==> src/design/sedec_pkg.sv <==
// shared types, byte codes and decode helpers for the string escape decoder
package sedec_pkg;

   typedef logic [7:0] byte_type;
   typedef logic [3:0] count_type;

   typedef enum logic [2:0] {
      MODE_NORMAL = 3'b001,
      MODE_ESCAPE = 3'b010,
      MODE_HEX    = 3'b100
   } mode_type;

   localparam byte_type CHAR_NUL       = 8'h00;
   localparam byte_type CHAR_BACKSLASH = 8'h5c;
   localparam byte_type CHAR_HEX_BYTE  = 8'h78;
   localparam byte_type CHAR_HEX_SHORT = 8'h75;
   localparam byte_type CHAR_HEX_LONG  = 8'h55;
   localparam byte_type CHAR_QUOTE     = 8'h22;

   localparam count_type DIGITS_BYTE  = 4'd2;
   localparam count_type DIGITS_SHORT = 4'd4;
   localparam count_type DIGITS_LONG  = 4'd8;

   function automatic byte_type escape_value(input byte_type b);
      byte_type v;
      unique case (b)
         8'h30: v = 8'h00;
         8'h61: v = 8'h07;
         8'h62: v = 8'h08;
         8'h66: v = 8'h0c;
         8'h6e: v = 8'h0a;
         8'h72: v = 8'h0d;
         8'h76: v = 8'h0b;
         8'h74: v = 8'h09;
         default: v = b;
      endcase
      return v;
   endfunction

   function automatic byte_type digit_value(input byte_type b);
      byte_type v;
      priority if (b >= 8'h41 && b <= 8'h5a) begin
         v = b - 8'd55;
      end else if (b >= 8'h61 && b <= 8'h7a) begin
         v = b - 8'd87;
      end else begin
         v = b - 8'd48;
      end
      return v;
   endfunction

endpackage

==> src/design/string_escape_decoder.sv <==
// string escape decoder top level: one raw byte in, one decoded result out
//
//   port group | dir | transfer when           | carries
//   req_       | in  | req_valid & !req_stall  | in_byte
//   rsp_       | out | rsp_valid & !rsp_stall  | byte_valid, out_byte, string_end
//   csr_       | in  | csr_valid & csr_ready   | terminator (csr_ready always high)
//
// one byte per cycle while req_stall is low; a result is registered and appears in the cycle after its request transfer
// decode state and result register update in the same cycle the byte is taken
// req_stall is high only while a result is held and rsp_stall is high
// synchronous active-high reset clears the mode, the result valid and sets terminator to 0x22
module string_escape_decoder (
   input  logic               clock,
   input  logic               reset,
   input  logic               req_valid,
   output logic               req_stall,
   input  sedec_pkg::byte_type req_in_byte,
   output logic               rsp_valid,
   input  logic               rsp_stall,
   output logic               rsp_byte_valid,
   output sedec_pkg::byte_type rsp_out_byte,
   output logic               rsp_string_end,
   input  logic               csr_valid,
   output logic               csr_ready,
   input  sedec_pkg::byte_type csr_data
);
   import sedec_pkg::*;

   mode_type  mode_ff, mode_in;
   count_type digits_ff, digits_in;
   byte_type  acc_ff, acc_in;
   byte_type  term_ff;
   logic      rsp_valid_ff;
   logic      byte_valid_ff, byte_valid_in;
   byte_type  out_byte_ff, out_byte_in;
   logic      end_ff, end_in;
   logic      accept;
   byte_type  b;
   byte_type  acc_next;
   count_type digits_dec;

   assign req_stall = rsp_valid_ff & rsp_stall;
   assign accept    = req_valid & ~req_stall;
   assign csr_ready = 1'b1;
   assign b         = req_in_byte;
   assign acc_next  = {acc_ff[3:0], 4'b0000} | digit_value(b);
   assign digits_dec = digits_ff - 4'd1;

   always_comb begin
      mode_in       = mode_ff;
      digits_in     = digits_ff;
      acc_in        = acc_ff;
      byte_valid_in = 1'b0;
      out_byte_in   = '0;
      end_in        = 1'b0;
      unique case (mode_ff)
         MODE_ESCAPE: begin
            priority if (b == CHAR_HEX_BYTE || b == CHAR_HEX_SHORT || b == CHAR_HEX_LONG) begin
               digits_in = (b == CHAR_HEX_BYTE)  ? DIGITS_BYTE :
                           (b == CHAR_HEX_SHORT) ? DIGITS_SHORT : DIGITS_LONG;
               acc_in    = '0;
               mode_in   = MODE_HEX;
            end else if (b == CHAR_NUL) begin
               byte_valid_in = 1'b1;
               out_byte_in   = CHAR_BACKSLASH;
               end_in        = 1'b1;
               mode_in       = MODE_NORMAL;
            end else begin
               byte_valid_in = 1'b1;
               out_byte_in   = escape_value(b);
               mode_in       = MODE_NORMAL;
            end
         end
         MODE_HEX: begin
            if (b == CHAR_NUL) begin
               end_in    = 1'b1;
               acc_in    = '0;
               digits_in = '0;
               mode_in   = MODE_NORMAL;
            end else begin
               acc_in = acc_next;
               if (digits_ff[0]) begin
                  byte_valid_in = 1'b1;
                  out_byte_in   = acc_next;
                  acc_in        = '0;
               end
               digits_in = digits_dec;
               if (digits_dec == '0) begin
                  mode_in = MODE_NORMAL;
               end
            end
         end
         default: begin
            mode_in = MODE_NORMAL;
            priority if (b == term_ff || b == CHAR_NUL) begin
               end_in = 1'b1;
            end else if (b == CHAR_BACKSLASH) begin
               mode_in = MODE_ESCAPE;
            end else begin
               byte_valid_in = 1'b1;
               out_byte_in   = b;
            end
         end
      endcase
   end

   always_ff @(posedge clock) begin
      if (reset) begin
         mode_ff      <= MODE_NORMAL;
         digits_ff    <= '0;
         acc_ff       <= '0;
         term_ff      <= CHAR_QUOTE;
         rsp_valid_ff <= 1'b0;
      end else begin
         if (csr_valid && csr_ready) begin
            term_ff <= csr_data;
         end
         if (accept) begin
            mode_ff      <= mode_in;
            digits_ff    <= digits_in;
            acc_ff       <= acc_in;
            rsp_valid_ff <= 1'b1;
         end else if (!rsp_stall) begin
            rsp_valid_ff <= 1'b0;
         end
      end
   end

   always_ff @(posedge clock) begin
      if (accept) begin
         byte_valid_ff <= byte_valid_in;
         out_byte_ff   <= out_byte_in;
         end_ff        <= end_in;
      end
   end

   assign rsp_valid      = rsp_valid_ff;
   assign rsp_byte_valid = byte_valid_ff;
   assign rsp_out_byte   = out_byte_ff;
   assign rsp_string_end = end_ff;

endmodule

==> config.mk <==
export PLATFORM = sky130hd
export DESIGN_NAME = string_escape_decoder
export DESIGN_NICKNAME = d
export VERILOG_FILES = /design/src/design/sedec_pkg.sv /design/src/design/string_escape_decoder.sv
export SDC_FILE = /design/constraint.sdc
export NUM_CORES = 1
export LEC_CHECK = 0
export ABC_AREA = 1
export BUFFER_PORTS_ARGS = -buffer_cell sky130_fd_sc_hd__buf_2
export CAP_MARGIN = 0
export CORE_ASPECT_RATIO = 0.9
export CORE_MARGIN = 8
export CORE_UTILIZATION = 38
export DETAILED_ROUTE_END_ITERATION = 16
export PLACE_DENSITY_LB_ADDON = 0.12
export SETUP_SLACK_MARGIN = 0.05
export SYNTH_ARGS = -nofsm -noshare
export SYNTH_HDL_FRONTEND = slang
export SYNTH_SLANG_ARGS = --single-unit
==> constraint.sdc <==
create_clock -name clock -period 4.1 [get_ports clock]
set_input_delay 0.82 -clock clock [delete_from_list [all_inputs] [get_ports clock]]
set_output_delay 0.82 -clock clock [all_outputs]
set_load 0.03 [all_outputs]
# Yosys cells after proc, flatten, opt, wreduce, memory -nomap -nowiden
# Cells that the tools add are included.
# op_classes
addsub,4
multipliers,0
div,0
n_lt_le_gt_ge,4
n_eq_ne,18
n_shift,0
mux,37
n_bitwise,4
n_reduce_logical,10
# op_table
cell,count
8-bit by 7-bit equality test with 1-bit output (second input constant),11
8-bit two-way mux,8
8-bit one-hot mux with 8 select lines,1
4-bit two-way mux,7
8-bit by 7-bit >= comparator with 1-bit output (second input constant),2
8-bit by 7-bit <= comparator with 1-bit output (second input constant),2
4-bit one-hot mux with 2 select lines,2
8-bit one-hot mux with 2 select lines,1
8-bit by 6-bit subtractor with 8-bit output (second input constant),2
1-bit two-way mux,10
3-bit two-way mux,3
8-bit by 6-bit equality test with 1-bit output (second input constant),1
8-bit equality test,1
8-bit zero test,1
8-bit bitwise OR,1
8-bit by 7-bit subtractor with 8-bit output (second input constant),1
3-bit one-hot mux with 2 select lines,1
4-bit zero test,1
2-bit two-way mux,2
1-bit one-hot mux with 2 select lines,2
4-bit by 1-bit subtractor with 4-bit output (second input constant),1
3-bit by 2-bit equality test with 1-bit output (second input constant),1
3-bit equality test (second input constant),1
1-bit logical OR,3
other kinds (9),11
# word_totals
ff_bits,30
latchBits,0
ramBits,0
rom_bits,0
in_bits,21
output_inout_bits,13
elab_cells,85
n_memories,0

# Depth between registers and ports, before layout
# Gate-level depths: netlist of the first run.
# depth
word_depth,8
depth_mapped,14
ltp_nobuf,13

# Worst setup path before layout of the first run
# OpenSTA, ideal clock, no wires.
# synth_path
kind,input-to-reg
start,input port rsp_stall
end,register acc_ff[3]
setup_time_ns,0.067
t_arrival_ns,2.403
t_required_ns,4.033
setup_slack_ns,1.629
path_stages,7
n_path_buf,0
path_cell_list,nand2_1 inv_1 nor2_1 inv_1 nor3_2 nand3_1 a21oi_2
# synth_via
elab_chain_cells,4
# synth_lines
item,line,text
from (decl),string_escape_decoder.sv:19,"input logic rsp_stall,"
1-bit bitwise AND,string_escape_decoder.sv:42,assign req_stall = rsp_valid_ff & rsp_stall;
net req_stall,string_escape_decoder.sv:16,"output logic req_stall,"
1-bit NOT,string_escape_decoder.sv:43,assign accept = req_valid & ~req_stall;
1-bit bitwise AND,string_escape_decoder.sv:43,
net accept,string_escape_decoder.sv:37,logic accept;
3-bit AND reduction (no source line),n/a,
to (signal assigned),string_escape_decoder.sv:121,acc_ff <= acc_in;
to (decl),string_escape_decoder.sv:31,"byte_type acc_ff, acc_in;"
# The timed path passes the listed nets, and every way through them passes these cells.
# A chain may end at the register's enable or synchronous reset.

# Final worst setup path of the first run
# layout_path
start,input port req_in_byte[4]
end,"register out_byte_ff[2] (netlist: rsp_out_byte[2]), data pin"
# layout_via
elab_chain_cells,8
word_cells_on_any_way,34
cone_classes,order compare (4); eq/ne (13); mux (10); bitwise (1); reduce/logical (6)
# layout_lines
item,line,text
from (decl),string_escape_decoder.sv:17,"input sedec_pkg::byte_type req_in_byte,"
8-bit by 7-bit >= comparator with 1-bit output or 8-bit by 7-bit <= comparator with 1-bit output (tied branches),sedec_pkg.sv:44,end else if (b >= 8'h61 && b <= 8'h7a) begin
1-bit logical AND,sedec_pkg.sv:44,
8-bit two-way mux,sedec_pkg.sv:44,
8-bit two-way mux,sedec_pkg.sv:42,priority if (b >= 8'h41 && b <= 8'h5a) begin
8-bit bitwise OR,string_escape_decoder.sv:46,"assign acc_next = {acc_ff[3:0], 4'b0000} | digit_value(b);"
8-bit two-way mux,string_escape_decoder.sv:82,if (digits_ff[0]) begin
8-bit two-way mux,string_escape_decoder.sv:75,if (b == CHAR_NUL) begin
8-bit one-hot mux with 2 select lines *,string_escape_decoder.sv:56,unique case (mode_ff)
net out_byte_in[2],string_escape_decoder.sv:35,"byte_type out_byte_ff, out_byte_in;"
to (signal assigned),string_escape_decoder.sv:132,out_byte_ff <= out_byte_in;
to (decl),string_escape_decoder.sv:35,
# The timed path passes the listed nets; every way through them passes the cells marked *.

==> metrics.md, run 1 <==
| Metric | Value |
|---|---|
| Vias in the first global route | around 2300 |
| Yosys top cell by area | dfxtp_1 |
| Critical Path RT | approximately 4.2 ns |
| Final period utilization | 0.601 |
| Yosys cell types | 38 |
| DIE HEIGHT | between 90 and 100 um |
| Met3 routed WL | between 500 and 600 um |
| Chip width | between 100 and 150 um |
| Longest Clk Path Bufs | 2 |
| Post-synthesis sequential area ratio | 0.283 |
| Worst Setup SP | req_in_byte[4] |
| Post-CTS resize count | 0 |
| Final TNS setup | 0 ns |
| Worst Max-Slew Pin Slew | 0.597 ns |
| Initial core utilization | 0.384 |
| Clk root buf | clkbuf_8 |
| DR WL/cell | between 10 and 15 um |
| Max incr delay on CP | about 0.48 ns |
| Ordered cell list for the critical path | buf_2 -> inv_1 -> ha_1 -> inv_1 -> nor2_2 -> nand3_4 -> nand2_4 -> nor2_1 -> nand3_1 -> nand3_1 |
| Overflow after GRT | 0 |
| HPWL Detailed | around 5000 um |
| Area Overhead vs Synth | 12.1% |
| Largest net degree at the start of global routing | 14 |
| Internal | between 0.5 and 0.6 mW |
| Startpoint types | primary input |
| Reg power frac | 0.413 |
| Reg2Reg Capture Point | rsp_out_byte[2]$_DFFE_PP_ |
| Max VDD drop | roughly 250 uV |
| Hold-fix buffers, CTS | 0 |
| Synth Register Bits | 30 |
| Ys async rst share | 0 |
| Synthesized area per cell | between 6 and 7 um2 |
| Worst Setup EP | rsp_out_byte[2]$_DFFE_PP_ |
| Fin crit period | 2.46 ns |
| Residual DRC | 0 |
| Synth Flop Type | dfxtp_1 |
| Synth warnings | 0 |
| Vias/cell | between 4 and 5 |
| Logic gate share of total power | 0.227 |
| Sw frac | 0.298 |
| Io pins | 34 |
| Crit-path slowest cell | nor2_1 |
| Clock power frac | 0.361 |
| CP Max Fanout | 9 |
| All-layer global routing usage | 0.144 |
| Placed cell area | about 2700 um2 |
| Post-Syn Nets | 390 |
| Core area | roughly 6400 um2 |
| Final setup viols | 0 |
| TritonCTS clock tree | done |
| Status | complete, no violations |
| Post-Synthesis Cells | 357 |
| CTS Sinks | 30 |
| Leakage power | approximately 1.3 nW |
| Initial antenna violation count | 0 |
| Final ANT Viol Nets | 0 |
| Max Used Layer | met4 |
| Fmax | slightly above 400 MHz |
| Met1 WL | 2940 um |
| # port buffers | 32 |
| Power Dens Cells | ~290 nW/um2 |
| Mapped cell area | ~2500 um2 |
| Worst-Skew Late Latency | ~0.28 ns |
| CTS buffer count | 5 |
| Ranking of synthesized cells by area | dfxtp_1 16%, nand2_1 13%, edfxtp_1 12% |
| Fin. Hold Viols | 0 |
| Worst Setup End Kind | flop |
| H-tree levels | 2 |
| P_sw | 0.238 mW |
| Vias | around 2300 |
| Row count | 28 |
| R2R Setup Slk | around 2.3 ns |
| Post-Route WL | slightly above 6000 um |
| Worst r2r src | mode_ff[2]$_SDFFE_PP0P_ |
| Drt pass-1 iters | 4 |
| Die area | around 9400 um2 |
| Met2 Wirelength | 2670 um |
| EDFF count, synth | 10 |
| Post-CTS Setup Inserts | 0 |
| Nets | about 420 |
| First-pass GRT wire length | 10900 um |
| Antenna cells | 0 |
| Worst Hold Class | flop to flop |
| Placer Congestion | about 0.92 |
| Setup CP Type | primary input to flop |
| Top cell type's share of synthesized area | 0.162 |
| Crit path DAT | around 2.6 ns |
| Max-Cap Viols | 0 |
| Design area | between 2000 and 3000 um2 |
| Worst-path clk slew | approximately 0.070 ns |
| RSZ-0062 raised after global routing | no |
| Worst R2R Path Depth | 6 |
| Clock Skews | between 0.004 and 0.005 ns |
| Slew margin rel. | 0.601 |
| Fill count | approximately 710 |
| Share of layout cells above drive strength 1 | 0.220 |
| Final Max Tran Viols | 0 |
| First DRT Iteration DRCs | slightly below 200 |
==> cell families (layout without fill, tap and decap cells) <==
logic type | count (synthesis) | count (layout) | synth area share
and+or+nand+nor | 208 | 208 | 0.415
adders and majority gates | 12 | 12 | 0.0606
xor gates and xnor gates | 16 | 16 | 0.0566
buffers and inverters | 52 | 81 | 0.100
DFF | 30 | 30 | 0.283
AOI/OAI and AO/OA | 38 | 38 | 0.0838
other | 1 | 1 | 0.00151
==> sequential cells by signal, indices dropped and copies added, names as in the netlist <==
name	flops
mode_ff	3
acc_ff	4
rsp_valid	1
rsp_out_byte	8
term_ff	8
digits_ff	4
rsp_string_end	1
rsp_byte_valid	1
==> cells in the mapped netlist, types with 2 or more instances <==
master,n
o21ai_0,19
buf_6,5
edfxtp_1,10
ha_1,12
dfxtp_1,20
nand3_1,33
a21oi_2,2
nand2_2,9
nand2_1,88
a21oi_1,8
nand3b_1,2
nor2_2,6
o21ai_1,5
nand4_1,2
clkbuf_1,3
nor2_4,4
inv_2,5
nor3_4,2
xnor2_1,10
nor3_2,2
nor2_1,45
xor2_1,6
inv_1,33
nor3_1,3
nand3_2,6
nand2_4,4
clkbuf_2,2
==> cell usage in the layout (no fill, tap or decap), types with 3 or more instances in the layout <==
master    synthesis  final
nand2_1          88     88
nor2_1           45     45
inv_1            33     33
nand3_1          33     33
buf_2             1     32
dfxtp_1          20     20
o21ai_0          19     19
ha_1             12     12
xnor2_1          10     10
edfxtp_1         10     10
nand2_2           9      9
a21oi_1           8      8
nor2_2            6      6
nand3_2           6      6
xor2_1            6      6
inv_2             5      5
o21ai_1           5      5
clkbuf_8          0      5
nand2_4           4      4
nor2_4            4      4
nor3_1            3      3
==> through the flow <==
stage | std cells | utilization | setup WS [ns] | total power [mW] | hold WS (ns)
global route | 476 | 0.431 | 1.49 | 0.851 | 0.502
floorplan | 357 | - | 1.63 | 0.478 | 0.439
finish | 476 | 0.431 | 1.64 | 0.800 | 0.469
CTS | 476 | 0.431 | 1.65 | 0.810 | 0.471
detailed placement | 468 | 0.414 | 1.38 | 0.518 | 0.460
global placement | 468 | 0.414 | 1.34 | 0.520 | 0.460
==> worst max-delay path, delay by kind of cell <==
kind,cells,cell delay (ns)
buffers and inverters,3,0.50
AND/OR/NAND/NOR,6,1.01
adder cells (fa/ha/maj),1,0.25
==> power by group through the flow <==
stage	clock (mW)	sequential [mW]	combinational (mW)
2_1_floorplan	0	0.351	0.127
3_3_place_gp	0	0.337	0.183
3_5_place_dp	0	0.337	0.181
4_1_cts	0.297	0.330	0.182
5_1_grt	0.315	0.332	0.204
6_report	0.288	0.330	0.181
==> how the worst min path moves through the flow <==
| stage | cells after the start | end | startpoint | slack [ns] |
|---|---|---|---|---|
| floorplan | 2 | acc_ff[1]$_SDFFE_PP0P_ | acc_ff[1]$_SDFFE_PP0P_ | 0.44 |
| global placement | 2 | acc_ff[0]$_SDFFE_PP0P_ | acc_ff[0]$_SDFFE_PP0P_ | 0.46 |
| detailed placement | 2 | acc_ff[0]$_SDFFE_PP0P_ | acc_ff[0]$_SDFFE_PP0P_ | 0.46 |
| CTS | 2 | acc_ff[0]$_SDFFE_PP0P_ | acc_ff[0]$_SDFFE_PP0P_ | 0.47 |
| global route | 2 | mode_ff[2]$_SDFFE_PP0P_ | mode_ff[2]$_SDFFE_PP0P_ | 0.50 |
| finish | 2 | acc_ff[0]$_SDFFE_PP0P_ | acc_ff[0]$_SDFFE_PP0P_ | 0.47 |
==> metal layers <==
metal,track usage,vias up
li1,-,1191
met1,0.182,984
met2,0.231,77
met3,0.0450,10
met4,0.0359,0
met5,0,-
==> cell type report <==
type | instances | area [um2] | share of cell area
Tap cell | 90 | 113 | 0.0406
Timing Repair Buffer | 33 | 168 | 0.0604
Clock buffer | 5 | 68.8 | 0.0248
Clock inverter | 3 | 40.0 | 0.0144
Inverter | 40 | 158 | 0.0568
Multi-Input combinational cell | 275 | 1530 | 0.551
Sequential cell | 30 | 701 | 0.252
(Power assumes the default switching activity.)
==> run 2: changes to the inputs <==
clock period = 2.3 ns   (was 4.1 ns; I/O delays follow)
==> metrics.md, run 2 (synthesized netlist as in run 1, its figures left out) <==
| Metric | Value |
|---|---|
| H-tree levels | 2 (unchanged) |
| CP Max Fanout | 9 (unchanged) |
| Crit path DAT | 2.02 ns (-0.58 ns) |
| Row count | 28 (unchanged) |
| RSZ-0062 raised after global routing | no |
| Max-Cap Viols | 0 (unchanged) |
| Final Max Tran Viols | 0 (unchanged) |
| Status | complete, no violations |
| Max VDD drop | 221 uV (-13%) |
| CTS Sinks | 30 (unchanged) |
| Fin crit period | slightly below 2 ns |
| Flip-flop and latch area | 701 um2 (unchanged) |
| Design area | 2780 um2 (about the same) |
| Worst Hold Class | primary input to flop |
| Post-CTS Setup Inserts | 0 (unchanged) |
| Worst Max-Slew Pin Slew | 0.577 ns (-0.0202 ns) |
| Clk root buf | clkbuf_8 |
| First-pass GRT wire length | 10900 um (+0.38%) |
| Core area | 6450 um2 (unchanged) |
| HPWL Detailed | 5070 um (+1.1%) |
| Footprint of the multi-input gates | 1530 um2 (unchanged) |
| Fin. Hold Viols | 0 (unchanged) |
| Power Dens Cells | 474 nW/um2 (+65%) |
| Longest Clk Path Bufs | 2 (unchanged) |
| Fill count | 708 (+0.14%) |
| First DRT Iteration DRCs | 119 (-38%) |
| Most frequent cells in the layout | 88 x nand2_1, 45 x nor2_1, 33 x inv_1, 33 x nand3_1, 32 x buf_2 |
| Drt pass-1 iters | 4 (unchanged) |
| DR WL/cell | 13.0 um (-0.87%) |
| Share of layout cells above drive strength 1 | 0.223 (+0.00287) |
| DIE HEIGHT | 92.6 um (unchanged) |
| Vias/cell | 4.71 (-0.96%) |
| Worst Setup End Kind | flop |
| Residual DRC | 0 (unchanged) |
| Area Overhead vs Synth | 12.2% (about the same) |
| Leakage power | 1.35 nW (+0.29%) |
| Hold-fix buffers, CTS | 0 (unchanged) |
| Overflow after GRT | 0 (unchanged) |
| Worst-Skew Late Latency | 0.28 ns (about the same) |
| Final ANT Viol Nets | 0 (unchanged) |
| Antenna cells | 0 (unchanged) |
| Io pins | 34 (unchanged) |
| Final non-filler cell total | 480 (+0.84%) |
| Final TNS setup | 0 ns (unchanged) |
| Overall power | 1.32 mW (+65%) |
| Setup WS pre-CTS | 0.0526 ns (-1.33 ns) |
| Die area | 9360 um2 (unchanged) |
| Placed cell area | 2700 um2 (+1.1%) |
| Placed cell count | 472 (+0.85%) |
| Fmax | roughly 500 MHz |
| Final setup viols | 0 (unchanged) |
| Worst-path clk slew | 0.06 ns (about the same) |
| Vias in the first global route | 2325 (+1.7%) |
| Final period utilization | 0.864 |
| TritonCTS clock tree | done |
| Initial core utilization | 0.384 (unchanged) |
| Post-Route WL | 6220 um (about the same) |
| Post-CTS resize count | 0 (unchanged) |
| Largest net degree at the start of global routing | 14 (unchanged) |
| Chip width | 101 um (unchanged) |
| Initial antenna violation count | 0 (unchanged) |
| Nets | 422 (+0.96%) |
| Vias | 2259 (-0.13%) |
| All-layer global routing usage | 0.143 (-0.000469) |
| Clock Skews | 0.00581 ns (+0.00105 ns) |
| # port buffers | 32 (unchanged) |
| Placer Congestion | 0.866 (-5.6%) |
| Setup CP Type | primary input to flop |
| Critical Path RT | 2.33 ns (-1.91 ns) |
| Startpoint types | primary input |
| Slew margin rel. | 0.614 (+0.0135) |
| CTS buffer count | 5 (unchanged) |
| Crit path setup slack, layout | 0.313 ns (-1.32 ns) |
| Most common cell after layout, fill and taps aside | nand2_1 |
## run 2: worst paths after layout
check	end	depth (start not counted)	slack, ns	startpoint
worst min register to register	acc_ff[0]$_SDFFE_PP0P_	2	0.47	acc_ff[0]$_SDFFE_PP0P_
worst min-delay path	term_ff[1]$_SDFFE_PP1P_	3	0.39	csr_data[1]
worst max register to register	rsp_out_byte[0]$_DFFE_PP_	6	0.59	mode_ff[2]$_SDFFE_PP0P_
worst max-delay path	rsp_out_byte[7]$_DFFE_PP_	11	0.31	req_in_byte[5]
## run 2: metal layers
layer  vias to the layer above  global-route usage  share of wire
li1                       1195                   -              -
met4                         0              0.0297         0.0082
met3                         5              0.0360          0.057
met1                      1007               0.191           0.50
met2                        52               0.227           0.43
met5                         -                   0              0
## run 2: area by class of cell
class | instances | share of cell area
Clock inverter | 2 | 0.00315
Clock buffer | 6 | 0.0261
Timing Repair Buffer | 37 | 0.0711
Multi-Input combinational cell | 275 | 0.550
Tap cell | 90 | 0.0405
Inverter | 40 | 0.0567
Sequential cell | 30 | 0.252
## run 2: critical path, stage by stage
cell	delay [ns]
buf_2	0.19
ha_1	0.25
nand2_2	0.08
nor2_2	0.22
nand3_1	0.16
nand2_1	0.12
nor2_1	0.07
nand2_1	0.12
nor2_1	0.08
o21ai_0	0.19
nand2_1	0.07
## run 2: power by group
group / switching (mW) / internal, mW / total (mW)
Sequential: 0.0116 / 0.577 / 0.589
Combinational: 0.215 / 0.111 / 0.326
Clock: 0.196 / 0.208 / 0.403
## run 2: metrics by stage
stage,hold WS (ns),utilization
after CTS,0.387,0.431
after global placement,0.458,0.418
after detailed placement,0.462,0.418
after floorplan,0.439,-
after global routing,0.395,0.431
final,0.395,0.431
==> run 3: changes to the inputs <==
REMOVE_ABC_BUFFERS = 1   (was unset)
==> metrics.md, run 3 (synthesized netlist as in run 1, its figures left out) <==
| Metric | Value |
|---|---|
| Power Dens Cells | 504 nW/um2 (+6.3%) |
| Critical Path RT | 2.34 ns (about the same) |
| H-tree levels | 2 (unchanged) |
| Crit path DAT | 2.03 ns (about the same) |
| Worst R2R Path Depth | 6 (unchanged) |
| Fmax | 502 MHz (-0.27%) |
| Setup WS pre-CTS | 0.0136 ns (-0.0389 ns) |
| Clk root buf | clkbuf_8 |
| Startpoint types | primary input |
| Hold path cells | 3 (unchanged) |
| Residual DRC | 0 (unchanged) |
| Status | complete, no violations |
| Fin. Hold Viols | 0 (unchanged) |
| Worst-path clk slew | 0.06 ns (about the same) |
| RSZ-0062 raised after global routing | no |
| # port buffers | 32 (unchanged) |
| Overall power | 1.44 mW (+9.3%) |
| Drt pass-1 iters | 4 (unchanged) |
| Most frequent cells in the layout | 88 x nand2_1, 45 x nor2_1, 33 x inv_1, 33 x nand3_1, 32 x buf_2 |
| Final ANT Viol Nets | 0 (unchanged) |
| Largest net degree at the start of global routing | 13 (-1) |
| Vias in the first global route | 2224 (-4.3%) |
| HPWL Detailed | 5200 um (+2.5%) |
| Initial core utilization | 0.384 (unchanged) |
| Final Max Tran Viols | 0 (unchanged) |
| Overflow after GRT | 0 (unchanged) |
| Chip width | 101 um (unchanged) |
| Final TNS setup | 0 ns (unchanged) |
| Post-CTS Setup Inserts | 0 (unchanged) |
| Worst Hold Class | primary input to flop |
| Clock Skews | 0.00556 ns (-0.000250 ns) |
| Slew margin rel. | 0.637 (+0.0230) |
| Max incr delay on CP | 0.20 ns (-0.05 ns) |
| Placer Congestion | 0.891 (+2.8%) |
| CTS buffer count | 5 (unchanged) |
| Longest Clk Path Bufs | 2 (unchanged) |
| Die area | 9360 um2 (unchanged) |
| Post-CTS resize count | 0 (unchanged) |
| Vias/cell | 4.75 (+0.96%) |
| Leakage power | 1.39 nW (+3.2%) |
| Worst Max-Slew Pin Slew | 0.543 ns (-0.0343 ns) |
| Area Overhead vs Synth | 15.3% |
| Row count | 28 (unchanged) |
| Worst-Skew Late Latency | 0.28 ns (about the same) |
| First DRT Iteration DRCs | 77 (-35%) |
| Initial antenna violation count | 0 (unchanged) |
| Crit path setup slack, layout | 0.308 ns (-0.00529 ns) |
| CTS Sinks | 30 (unchanged) |
| Io pins | 34 (unchanged) |
| Antenna cells | 0 (unchanged) |
| CP Max Fanout | 8 (-1) |
| Crit-path slowest cell | inv_1 |
| Vias | 2314 (+2.4%) |
| Post-Route WL | 6350 um (+2.1%) |
| DIE HEIGHT | 92.6 um (unchanged) |
| Final period utilization | 0.866 (+0.00230) |
| Ordered cell list for the critical path | buf_2 -> inv_1 -> ha_1 -> inv_1 -> nor2_4 -> nand2_1 -> nor2_1 -> nor2_1 -> nand2_1 -> nor2_1 -> o21ai_0 -> nand2_1 |
| DR WL/cell | 13.0 um (+0.59%) |
| All-layer global routing usage | 0.143 (-0.000647) |
| Nets | 429 (+1.7%) |
| Most common cell after layout, fill and taps aside | nand2_1 |
| Final setup viols | 0 (unchanged) |
| Max VDD drop | 268 uV (+21%) |
| Fin crit period | 1.99 ns (+0.00529 ns) |
| Share of layout cells above drive strength 1 | 0.237 (+0.0137) |
| Max-Cap Viols | 0 (unchanged) |
| Setup CP Type | primary input to flop |
| Hold-fix buffers, CTS | 0 (unchanged) |
| First-pass GRT wire length | 10700 um (-2.0%) |
| Core area | 6450 um2 (unchanged) |
| TritonCTS clock tree | done |
| Worst Setup End Kind | flop |
## run 3: changes by cell type in the layout (fill, tap and decap cells not counted)
cell	change
clkinv_2	-1
bufinv_16	+1
buf_4	+7
## run 3: worst max-delay path: cells and delay by family
kind            cells  cell delay [ns]
compound gates      1             0.17
fa+ha+maj           1             0.18
buf+inv             3             0.43
simple gates        7             0.79
## run 3: per-stage QoR
step | hold slack (ns) | util | instances | instance area, um2
2_1_floorplan | 0.433 | - | 345 | 2390
3_3_place_gp | 0.456 | 0.427 | 479 | 2750
3_5_place_dp | 0.466 | 0.427 | 479 | 2750
4_1_cts | 0.385 | 0.443 | 487 | 2860
5_1_grt | 0.391 | 0.443 | 487 | 2860
6_report | 0.393 | 0.443 | 487 | 2860
## run 3: area by class of cell
type,instances,area (um2)
flip-flops and latches,30,701
inverters,40,158
well taps,90,113
multi-input cells,275,1530
fillers,707,3590
clock buffers,6,72.6
clock inverters,2,33.8
repair buffers,44,250
## run 3: layer usage
| layer | wire, um | GRT usage | up-vias |
|---|---|---|---|
| li1 | - | - | 1212 |
| met2 | 2740 | 0.216 | 60 |
| met3 | 321 | 0.0337 | 9 |
| met1 | 3200 | 0.194 | 1033 |
| met5 | 0 | 0 | - |
| met4 | 89 | 0.0446 | 0 |
## run 3: report_power, final
part           internal (mW)  switching (mW)
combinational          0.118           0.219
clock                  0.319           0.196
sequential             0.577          0.0118
## run 3: path summary, 6_finish.rpt
check	to	slack (ns)	start
min reg2reg	acc_ff[0]$_SDFFE_PP0P_	0.47	acc_ff[0]$_SDFFE_PP0P_
max	rsp_out_byte[7]$_DFFE_PP_	0.31	req_in_byte[4]
max reg2reg	rsp_out_byte[1]$_DFFE_PP_	0.59	mode_ff[2]$_SDFFE_PP0P_
min	term_ff[5]$_SDFFE_PP1P_	0.39	csr_data[5]
